### config.mk
export PLATFORM = sky130hd
export DESIGN_NAME = round_robin_range_sensor_scanner_flat
export DESIGN_NICKNAME = d
export VERILOG_FILES = /design/src/rtl/rrss_pkg.sv /design/src/rtl/rrss_stream_if.sv /design/src/rtl/round_robin_range_sensor_scanner.sv /design/src/rtl/rrss_cfg_regs.sv /design/src/rtl/rrss_convert.sv /design/src/rtl/rrss_scan_ctrl.sv /design/src/flat_wrapper.sv
export VERILOG_INCLUDE_DIRS = /design/src /design/src/rtl
export SDC_FILE = /design/constraint.sdc
export NUM_CORES = 1
export LEC_CHECK = 0
export ABC_AREA = 1
export BUFFER_PORTS_ARGS = -buffer_cell sky130_fd_sc_hd__buf_4
export CAP_MARGIN = 0
export CORE_ASPECT_RATIO = 0.75
export CORE_MARGIN = 5
export CORE_UTILIZATION = 35
export DETAILED_ROUTE_END_ITERATION = 6
export GPL_TIMING_DRIVEN = 0
export PLACE_DENSITY = 0.54
export REMOVE_ABC_BUFFERS = 1
export SYNTH_ARGS = -nofsm -noshare
export SYNTH_HDL_FRONTEND = slang
export SYNTH_SLANG_ARGS = --single-unit
export TNS_END_PERCENT = 100
### constraint.sdc
create_clock -name clk -period 7.9 [get_ports clk]
set_clock_uncertainty 0.1 [all_clocks]
set_input_delay 1.185 -clock clk [delete_from_list [all_inputs] [get_ports clk]]
set_output_delay 1.185 -clock clk [all_outputs]
set_load 0.1 [all_outputs]
### src/rtl/assert_macros.svh
// assertion macros for the rtl files, included by the scan controller
`ifndef ASSERT_MACROS_SVH
`define ASSERT_MACROS_SVH

// condition must hold on every rising clock edge outside reset
`define ASSERT_ALWAYS(label, clk, rst, cond, msg) \
  label: assert property (@(posedge clk) disable iff (rst) (cond)) else $error(msg);

// same-cycle implication
`define ASSERT_IMPLIES(label, clk, rst, ante, cons, msg) \
  label: assert property (@(posedge clk) disable iff (rst) (ante) |-> (cons)) else $error(msg);

// next-cycle implication
`define ASSERT_NEXT(label, clk, rst, ante, cons, msg) \
  label: assert property (@(posedge clk) disable iff (rst) (ante) |=> (cons)) else $error(msg);

`endif

### src/rtl/rrss_pkg.sv
// types and constants of the range sensor scanner
`default_nettype none
package rrss_pkg;

  localparam int SAMPLE_W = 10;
  localparam int MM_W     = 12;
  localparam int PERIOD_W = 8;
  localparam int DIST_W   = 16;
  localparam int CFG_IDX_W  = 2;
  localparam int CFG_DATA_W = 12;
  localparam int MAX_SENSORS = 8;

  // sample thresholds and scale
  localparam int FAULT_LIMIT = 1024 / 5 / 4;
  localparam int LOW_END     = 1024 / 5;
  localparam int SCALE_DIV   = 4 * 1024 / 5;
  localparam logic [DIST_W-1:0] INVALID_MM = 16'hFFFF;

  // quotient by SCALE_DIV through a reciprocal multiply, exact for the product range
  localparam int OFFS_W  = SAMPLE_W;
  localparam int PROD_W  = OFFS_W + MM_W;
  localparam int RECIP_SHIFT = 32;
  localparam int RECIP_W = 23;
  localparam longint unsigned RECIP_FULL =
    ((64'd1 << RECIP_SHIFT) + SCALE_DIV - 1) / SCALE_DIV;
  localparam logic [RECIP_W-1:0] RECIP = RECIP_W'(RECIP_FULL);
  localparam int QPROD_W = PROD_W + RECIP_W;

  // register indexes
  localparam logic [CFG_IDX_W-1:0] REG_MIN_DISTANCE = 2'd0;
  localparam logic [CFG_IDX_W-1:0] REG_MAX_DISTANCE = 2'd1;
  localparam logic [CFG_IDX_W-1:0] REG_TOO_FAR      = 2'd2;
  localparam logic [CFG_IDX_W-1:0] REG_PERIOD       = 2'd3;

  localparam logic [MM_W-1:0]     MIN_DISTANCE_RST = 12'd100;
  localparam logic [MM_W-1:0]     MAX_DISTANCE_RST = 12'd800;
  localparam logic [MM_W-1:0]     TOO_FAR_RST      = 12'd650;
  localparam logic [PERIOD_W-1:0] PERIOD_RST       = 8'd10;

  typedef struct packed {
    logic [MM_W-1:0]     min_distance_mm;
    logic [MM_W-1:0]     max_distance_mm;
    logic [MM_W-1:0]     too_far_mm;
    logic [PERIOD_W-1:0] period_ticks;
  } cfg_t;

  typedef struct packed {
    logic [SAMPLE_W-1:0] adc_sample;
  } in_beat_t;

  typedef struct packed {
    logic              fault;
    logic [MM_W-1:0]   quot;
  } conv_beat_t;

  typedef struct packed {
    logic              measure_done;
    logic              reading_stored;
    logic [1:0]        measured_sensor;
    logic [1:0]        selected_sensor;
    logic [3:0]        sync_lines;
    logic [DIST_W-1:0] distance_zero;
    logic [DIST_W-1:0] distance_one;
    logic [DIST_W-1:0] distance_two;
    logic [DIST_W-1:0] distance_three;
  } out_beat_t;

endpackage
`default_nettype wire

### src/rtl/rrss_stream_if.sv
// valid/ready stream channel with a typed payload
`default_nettype none
interface rrss_stream_if #(
  parameter type payload_t = logic
);
  logic     valid;
  logic     ready;
  payload_t payload;

  modport source (output valid, output payload, input ready);
  modport sink (input valid, input payload, output ready);
endinterface
`default_nettype wire

### src/rtl/round_robin_range_sensor_scanner.sv
// top level of the round-robin range sensor scanner
//
//   channel   dir  payload                                 width
//   samples   in   adc_sample                              10
//   results   out  done, stored, sensors, sync, 4 x dist   74
//   cfg_*     in   register write (index 2b, data 12b)     -
//
// one beat per cycle sustained while results are accepted; each sample is registered in turn in
// the input reg, span product reg, reciprocal quotient reg and result reg
// each stage holds while its successor is full, so bubbles close up under stalls
// synchronous reset: distances read invalid, counter zero, all sync lines low
`default_nettype none
module round_robin_range_sensor_scanner
  import rrss_pkg::*;
#(
  parameter int SENSOR_COUNT = 4
) (
  input  wire logic                  clk,
  input  wire logic                  rst,
  input  wire logic                  cfg_wr_en,
  input  wire logic [CFG_IDX_W-1:0]  cfg_index,
  input  wire logic [CFG_DATA_W-1:0] cfg_data,
  rrss_stream_if.sink                samples,
  rrss_stream_if.source              results
);

  cfg_t cfg;

  rrss_stream_if #(.payload_t(conv_beat_t)) conv_ch ();

  rrss_cfg_regs u_cfg_regs (
    .clk       (clk),
    .rst       (rst),
    .cfg_wr_en (cfg_wr_en),
    .cfg_index (cfg_index),
    .cfg_data  (cfg_data),
    .cfg       (cfg)
  );

  rrss_convert u_convert (
    .clk     (clk),
    .rst     (rst),
    .cfg     (cfg),
    .samples (samples),
    .conv    (conv_ch.source)
  );

  rrss_scan_ctrl #(
    .SENSOR_COUNT (SENSOR_COUNT)
  ) u_scan_ctrl (
    .clk     (clk),
    .rst     (rst),
    .cfg     (cfg),
    .conv    (conv_ch.sink),
    .results (results)
  );

endmodule
`default_nettype wire

### src/rtl/rrss_cfg_regs.sv
// configuration registers of the scanner
`default_nettype none
module rrss_cfg_regs
  import rrss_pkg::*;
(
  input  wire logic                  clk,
  input  wire logic                  rst,
  input  wire logic                  cfg_wr_en,
  input  wire logic [CFG_IDX_W-1:0]  cfg_index,
  input  wire logic [CFG_DATA_W-1:0] cfg_data,
  output cfg_t                       cfg
);

  always_ff @(posedge clk) begin
    if (rst) begin
      cfg.min_distance_mm <= MIN_DISTANCE_RST;
      cfg.max_distance_mm <= MAX_DISTANCE_RST;
      cfg.too_far_mm      <= TOO_FAR_RST;
      cfg.period_ticks    <= PERIOD_RST;
    end else if (cfg_wr_en) begin
      case (cfg_index)
        REG_MIN_DISTANCE: cfg.min_distance_mm <= cfg_data[MM_W-1:0];
        REG_MAX_DISTANCE: cfg.max_distance_mm <= cfg_data[MM_W-1:0];
        REG_TOO_FAR:      cfg.too_far_mm      <= cfg_data[MM_W-1:0];
        REG_PERIOD:       cfg.period_ticks    <= cfg_data[PERIOD_W-1:0];
        default: ;
      endcase
    end
  end

endmodule
`default_nettype wire

### src/rtl/rrss_convert.sv
// sample to distance pipeline: input reg, span product, reciprocal quotient
`default_nettype none
module rrss_convert
  import rrss_pkg::*;
(
  input  wire logic       clk,
  input  wire logic       rst,
  input  wire cfg_t       cfg,
  rrss_stream_if.sink     samples,
  rrss_stream_if.source   conv
);

  logic                s1_valid;
  logic [SAMPLE_W-1:0] s1_sample;
  logic                s2_valid;
  logic                s2_fault;
  logic [PROD_W-1:0]   s2_prod;
  logic                s3_valid;
  logic                s3_fault;
  logic [MM_W-1:0]     s3_quot;

  logic                en1;
  logic                en2;
  logic                en3;
  logic [MM_W-1:0]     span;
  logic                s1_fault;
  logic                s1_low;
  logic [OFFS_W-1:0]   offs;
  logic [QPROD_W-1:0]  qprod;

  // each stage moves when its successor has room
  assign en3 = !s3_valid || conv.ready;
  assign en2 = !s2_valid || en3;
  assign en1 = !s1_valid || en2;
  assign samples.ready = en1;

  // inverted limits collapse the span to zero
  assign span = (cfg.max_distance_mm >= cfg.min_distance_mm) ?
                (cfg.max_distance_mm - cfg.min_distance_mm) : '0;
  assign s1_fault = s1_sample <= SAMPLE_W'(FAULT_LIMIT);
  assign s1_low   = s1_sample <= SAMPLE_W'(LOW_END);
  assign offs     = s1_low ? '0 : (s1_sample - SAMPLE_W'(LOW_END));
  assign qprod    = QPROD_W'(s2_prod) * QPROD_W'(RECIP);

  always_ff @(posedge clk) begin
    if (rst) begin
      s1_valid <= 1'b0;
      s2_valid <= 1'b0;
      s3_valid <= 1'b0;
    end else begin
      if (en1) s1_valid <= samples.valid;
      if (en2) s2_valid <= s1_valid;
      if (en3) s3_valid <= s2_valid;
    end
  end

  always_ff @(posedge clk) begin
    if (en1 && samples.valid) begin
      s1_sample <= samples.payload.adc_sample;
    end
    if (en2 && s1_valid) begin
      s2_fault <= s1_fault;
      s2_prod  <= PROD_W'(offs) * PROD_W'(span);
    end
    if (en3 && s2_valid) begin
      s3_fault <= s2_fault;
      s3_quot  <= qprod[RECIP_SHIFT +: MM_W];
    end
  end

  assign conv.valid         = s3_valid;
  assign conv.payload.fault = s3_fault;
  assign conv.payload.quot  = s3_quot;

endmodule
`default_nettype wire

### src/rtl/rrss_scan_ctrl.sv
// round-robin scan state, distance store and result register
`default_nettype none
module rrss_scan_ctrl
  import rrss_pkg::*;
#(
  parameter int SENSOR_COUNT = 4
) (
  input  wire logic       clk,
  input  wire logic       rst,
  input  wire cfg_t       cfg,
  rrss_stream_if.sink     conv,
  rrss_stream_if.source   results
);
  `include "assert_macros.svh"

  localparam int IDX_W = $clog2(SENSOR_COUNT);
  localparam logic [IDX_W-1:0] LAST_IDX = IDX_W'(SENSOR_COUNT - 1);

  logic [IDX_W-1:0]        active;
  logic [PERIOD_W-1:0]     ticks_left;
  logic                    first_pass_done;
  logic [SENSOR_COUNT-1:0] sync;
  logic [DIST_W-1:0]       dist_mm [SENSOR_COUNT];
  logic                    out_valid;
  out_beat_t               out_beat;

  logic [IDX_W-1:0]        active_next;
  logic [PERIOD_W-1:0]     ticks_left_next;
  logic [SENSOR_COUNT-1:0] sync_next;
  logic [DIST_W-1:0]       dist_mm_next [SENSOR_COUNT];
  logic                    stored;
  logic [IDX_W-1:0]        measured;
  logic                    expire;
  logic                    step;
  logic                    out_en;
  logic [MM_W:0]           mm_sum;
  logic [DIST_W-1:0]       mm;
  logic [PERIOD_W-1:0]     ticks_dec;
  logic [MAX_SENSORS-1:0]  measured_wide;
  logic [MAX_SENSORS-1:0]  active_wide;
  logic [MAX_SENSORS-1:0]  sync_wide;
  logic [DIST_W-1:0]       dist_field [4];
  logic [SENSOR_COUNT-1:0] sel_onehot;
  out_beat_t               beat_next;

  assign out_en     = !out_valid || results.ready;
  assign conv.ready = out_en;
  assign step       = conv.valid && out_en;
  assign expire     = ticks_left == '0;
  assign ticks_dec  = ticks_left - PERIOD_W'(1);

  // distance from the quotient, then the fault and too-far checks
  assign mm_sum = {1'b0, cfg.min_distance_mm} + {1'b0, conv.payload.quot};
  assign mm = (conv.payload.fault || (mm_sum >= {1'b0, cfg.too_far_mm})) ?
              INVALID_MM : DIST_W'(mm_sum);

  always_comb begin
    active_next     = active;
    sync_next       = sync;
    dist_mm_next    = dist_mm;
    stored          = 1'b0;
    measured        = '0;
    ticks_left_next = ticks_dec;
    if (expire) begin
      if (first_pass_done) begin
        sync_next[active]    = 1'b0;
        dist_mm_next[active] = mm;
        stored               = 1'b1;
        measured             = active;
        active_next          = (active == LAST_IDX) ? '0 : active + IDX_W'(1);
      end
      sync_next[active_next] = 1'b1;
      ticks_left_next        = cfg.period_ticks;
    end
  end

  // fields report only their low bits, missing sensors read invalid
  assign measured_wide = MAX_SENSORS'(measured);
  assign active_wide   = MAX_SENSORS'(active_next);
  assign sync_wide     = MAX_SENSORS'(sync_next);

  for (genvar j = 0; j < 4; j++) begin : g_field
    if (j < SENSOR_COUNT) begin : g_real
      assign dist_field[j] = dist_mm_next[j];
    end else begin : g_absent
      assign dist_field[j] = INVALID_MM;
    end
  end

  always_comb begin
    beat_next.measure_done    = expire;
    beat_next.reading_stored  = stored;
    beat_next.measured_sensor = measured_wide[1:0];
    beat_next.selected_sensor = active_wide[1:0];
    beat_next.sync_lines      = sync_wide[3:0];
    beat_next.distance_zero   = dist_field[0];
    beat_next.distance_one    = dist_field[1];
    beat_next.distance_two    = dist_field[2];
    beat_next.distance_three  = dist_field[3];
  end

  always_ff @(posedge clk) begin
    if (rst) begin
      active          <= '0;
      ticks_left      <= '0;
      first_pass_done <= 1'b0;
      sync            <= '0;
      out_valid       <= 1'b0;
      for (int i = 0; i < SENSOR_COUNT; i++) begin
        dist_mm[i] <= INVALID_MM;
      end
    end else begin
      if (out_en) out_valid <= conv.valid;
      if (step) begin
        active     <= active_next;
        ticks_left <= ticks_left_next;
        sync       <= sync_next;
        dist_mm    <= dist_mm_next;
        if (expire) first_pass_done <= 1'b1;
      end
    end
  end

  always_ff @(posedge clk) begin
    if (step) out_beat <= beat_next;
  end

  assign results.valid   = out_valid;
  assign results.payload = out_beat;

  assign sel_onehot = {{(SENSOR_COUNT-1){1'b0}}, 1'b1} << active;

  `ASSERT_ALWAYS(a_sync_onehot0, clk, rst, $onehot0(sync), "more than one sync line high")
  `ASSERT_IMPLIES(a_sync_active, clk, rst, first_pass_done, sync == sel_onehot,
    "sync line does not match selected sensor")
  `ASSERT_IMPLIES(a_sync_idle, clk, rst, !first_pass_done, sync == '0,
    "sync line raised before first measurement")
  `ASSERT_IMPLIES(a_store_needs_done, clk, rst, out_valid && out_beat.reading_stored,
    out_beat.measure_done, "reading stored without measurement end")
  `ASSERT_NEXT(a_countdown, clk, rst, step && !expire, ticks_left == $past(ticks_dec),
    "wait counter did not count down")

endmodule
`default_nettype wire

### src/flat_wrapper.sv
// flat-port wrapper written by rule: the top's interface ports become plain ports
module round_robin_range_sensor_scanner_flat import rrss_pkg::*;
#(
  parameter int SENSOR_COUNT = 4
)
  (clk, rst, cfg_wr_en, cfg_index, cfg_data, samples_valid, samples_payload, samples_ready, results_valid, results_payload, results_ready);
  rrss_stream_if #(.payload_t(in_beat_t)) samples_i ();
  rrss_stream_if #(.payload_t(out_beat_t)) results_i ();
  input  wire logic clk;
  input  wire logic rst;
  input  wire logic cfg_wr_en;
  input  wire logic [CFG_IDX_W-1:0] cfg_index;
  input  wire logic [CFG_DATA_W-1:0] cfg_data;
  input wire logic [$bits(samples_i.valid)-1:0] samples_valid;
  input wire logic [$bits(samples_i.payload)-1:0] samples_payload;
  output wire logic [$bits(samples_i.ready)-1:0] samples_ready;
  output wire logic [$bits(results_i.valid)-1:0] results_valid;
  output wire logic [$bits(results_i.payload)-1:0] results_payload;
  input wire logic [$bits(results_i.ready)-1:0] results_ready;
  assign samples_i.valid = samples_valid;
  assign samples_i.payload = samples_payload;
  assign samples_ready = samples_i.ready;
  assign results_valid = results_i.valid;
  assign results_payload = results_i.payload;
  assign results_i.ready = results_ready;
  round_robin_range_sensor_scanner #(.SENSOR_COUNT(SENSOR_COUNT)) u_core (.clk(clk), .rst(rst), .cfg_wr_en(cfg_wr_en), .cfg_index(cfg_index), .cfg_data(cfg_data), .samples(samples_i), .results(results_i));
endmodule
==> summary.txt <==
Run status
  • Outcome: finished, final reports clean

Global route
  • Antenna violations before repair: 0
  • Global-route wire length before repair: 81,920 um
  • Largest net degree at the start of global routing: 80
  • Remaining Overflow, GRT: 0
  • GRT Util Overall: 0.1649
  • Vias in the first global route: 15.15k

Yosys
  • Synth Area in XOR/XNOR: 0.01703
  • Synth Cell Area: 19,540 um2
  • Cell with the most instances after synthesis: nand2_1
  • Largest family of logic cells by synthesized area: adder cells
  • Post-synthesis sequential area ratio: 0.3145
  • Synth Flop Type: dfxtp_1
  • Unique masters post-synth: 53
  • Flops & latches, synth: 247
  • Post-synth EDFFs: 120
  • Post-synth top cells: nand2_1 (367), inv_1 (333), ha_1 (245)
  • Async SR Flop Fraction: 0
  • Syn avg cell area: 8.486 um2
  • Yosys warnings: 0
  • Top-area cell type share of the netlist area: 0.1844
  • Compound-Gate Fraction of Synth Area: 0.08899
  • Post-synthesis adder-cell area fraction: 0.2706
  • Mux cell area share after synthesis: 0
  • Cells after Synth: 2,303
  • Top cells by area, synth: edfxtp_1 (18%), ha_1 (16%), dfxtp_1 (13%), fa_1 (11%), nand2_1 (7.0%)
  • Post-synth top area cell: edfxtp_1
  • Simple-Gate Fraction of Synth Area: 0.2243

Timing
  • Max-slew violations: 0
  • Final hold vios: 0
  • Final setup fails: 0
  • Hold Slack: 0.3210 ns
  • RSZ-0062 raised after global routing: false
  • Fmax: 141.7 MHz
  • Worst slew margin: 0.1167
  • Worst slew pin tran: 1.322 ns
  • Minimum clock period: 7.058 ns
  • Tcrit/Tclk final: 0.8934

Drt
  • WL final: 50,810 um
  • WL met2: 21,090 um
  • Drt pass-1 iters: 5
  • DR vias: 15.56k
  • Via/cell ratio: 4.965
  • Top Layer Used: met4
  • Met3 routed WL: 2436 um
  • Metal-1 WL: 26,580 um
  • DRC: 0
  • Wirelength per Cell: 16.21 um
  • DR iter-0 viols: 1,046
  • Post-route ant nets: 0

Placed design
  • Cells after DPL: 3,084
  • # port buffers: 104
  • HPWL Detailed: 39,910 um
  • Routability cong.: 0.8893
  • Post-DP Area: 21,040 um2

Clock tree
  • Cts bufs inserted: 27
  • Hold Buf Count CTS: 0
  • H-tree levels: 1
  • Post-CTS Setup Repair Bufs: 0
  • Worst-path clk slew: 0.06 ns
  • Worst skew pair latency: 0.55 ns
  • CTS max path bufs: 3
  • Gates resized, CTS repair: 0
  • Root Buffer: clkbuf_16
  • TritonCTS clock tree: yes
  • Clock sink count: 247

Worst hold path
  • Hold crit path type: reg2reg

Finish
  • Cell area after layout: 21,970 um2
  • Layout cells sized above 1: 0.1011
  • Finished Layout Cells: 3,135
  • Final #Nets: 2,769
  • Area grow syn2layout: 12.40%
  • # diodes: 0

Floorplanning
  • Die height: 214.6 um
  • Die area: 60,710 um2
  • Number of cell rows: 75
  • Die X-Extent: 282.9 um
  • Starting Density: 0.3512
  • Io pins: 105
  • Core area: 55,650 um2

Setup path
  • Slowest cell on crit path: fa_1
  • Worst Setup Start Kind: flop
  • Crit. End Element: flop
  • Req. time, crit path: 8.07 ns
  • Crit path max fanout: 23
  • Critical Path Max Stage Delay: 0.54 ns
  • Setup CP Type: reg2reg
  • Crit path DAT: 7.23 ns

Run
  • Max-cap violations: 0
-- registers in the layout, summed over array words and instances (netlist names) --
signal / count
u_core.u_cfg_regs.cfg: 44
u_core.u_convert.conv.valid: 1
u_core.u_convert.s1_sample: 10
u_core.u_convert.s1_valid: 1
u_core.u_convert.s2_fault: 1
u_core.u_convert.s2_prod: 22
u_core.u_convert.s2_valid: 1
u_core.u_convert.s3_fault: 1
u_core.u_convert.s3_quot: 12
u_core.u_scan_ctrl.active: 2
u_core.u_scan_ctrl.dist_mm: 64
u_core.u_scan_ctrl.first_pass_done: 1
u_core.u_scan_ctrl.results.payload: 74
u_core.u_scan_ctrl.results.valid: 1
u_core.u_scan_ctrl.sync: 4
u_core.u_scan_ctrl.ticks_left: 8
-- area by class of cell --
type / count / area, um2
timing repair buffer: 113 / 920.9
clock inverter: 9 / 81.33
multi-input combinational: 1644 / 11750
tap: 731 / 914.6
inverter: 351 / 1325
fill: 5646 / 33680
clock buffer: 40 / 828.3
sequential: 247 / 6146
-- cells in the final DEF, fill, tap and decap left out, types with 74 or more instances in the layout --
cell type | synthesis | final
edfxtp_1 | 120 | 120
a21oi_1 | 171 | 171
ha_1 | 245 | 245
nand3_1 | 123 | 123
inv_1 | 333 | 334
o21ai_0 | 75 | 74
nor2_1 | 202 | 201
fa_1 | 111 | 111
buf_4 | 7 | 107
nand4_1 | 92 | 92
dfxtp_1 | 127 | 127
nand2_1 | 367 | 367
-- final timing paths --
path / startpoint / to / slack (ns) / depth (start not counted)
setup / recovery: u_core.u_cfg_regs.cfg[41] / u_core.u_convert.s2_prod[17] / 0.84 / 30
hold / removal: u_core.u_convert.s2_fault / u_core.u_convert.s3_fault / 0.32 / 0
setup reg to reg: u_core.u_cfg_regs.cfg[41] / u_core.u_convert.s2_prod[17] / 0.84 / 30
hold reg to reg: u_core.u_convert.s2_fault / u_core.u_convert.s3_fault / 0.32 / 0
-- layer usage --
layer  up-vias  global-route usage
met5         -                   0
met4         0             0.02565
met3        46             0.02591
met2       295              0.2415
met1      7402              0.2598
li1       7821                   -
-- cells by family (layout without fill, tap and decap cells) --
group,after synthesis,in the layout
simple gates,935,935
buf+inv,412,513
flops,247,247
compound gates,315,315
fa+ha+maj,356,356
xor+xnor,38,38
-- critical path: cells and delay by family, from the launching register on --
family | cells | cell delay [ns]
adders and majority gates | 7 | 3.27
and+or+nand+nor | 11 | 1.49
buffers and inverters | 8 | 0.73
AOI/OAI and AO/OA | 4 | 0.72
DFF | 1 | 0.47
-- through the flow --
step | worst slack (ns) | TNS [ns] | utilization
3_5_place_dp | 0.5421 | 0 | 0.3781
2_1_floorplan | -2.308 | -146.90 | -
3_3_place_gp | -7.761 | -738.30 | 0.3757
5_1_grt | 0.3646 | 0 | 0.3948
4_1_cts | 0.4942 | 0 | 0.3945
6_report | 0.8420 | 0 | 0.3948
Power is not shown: default switching activity piles up to over one toggle a cycle in this logic, so the estimate is an artifact.
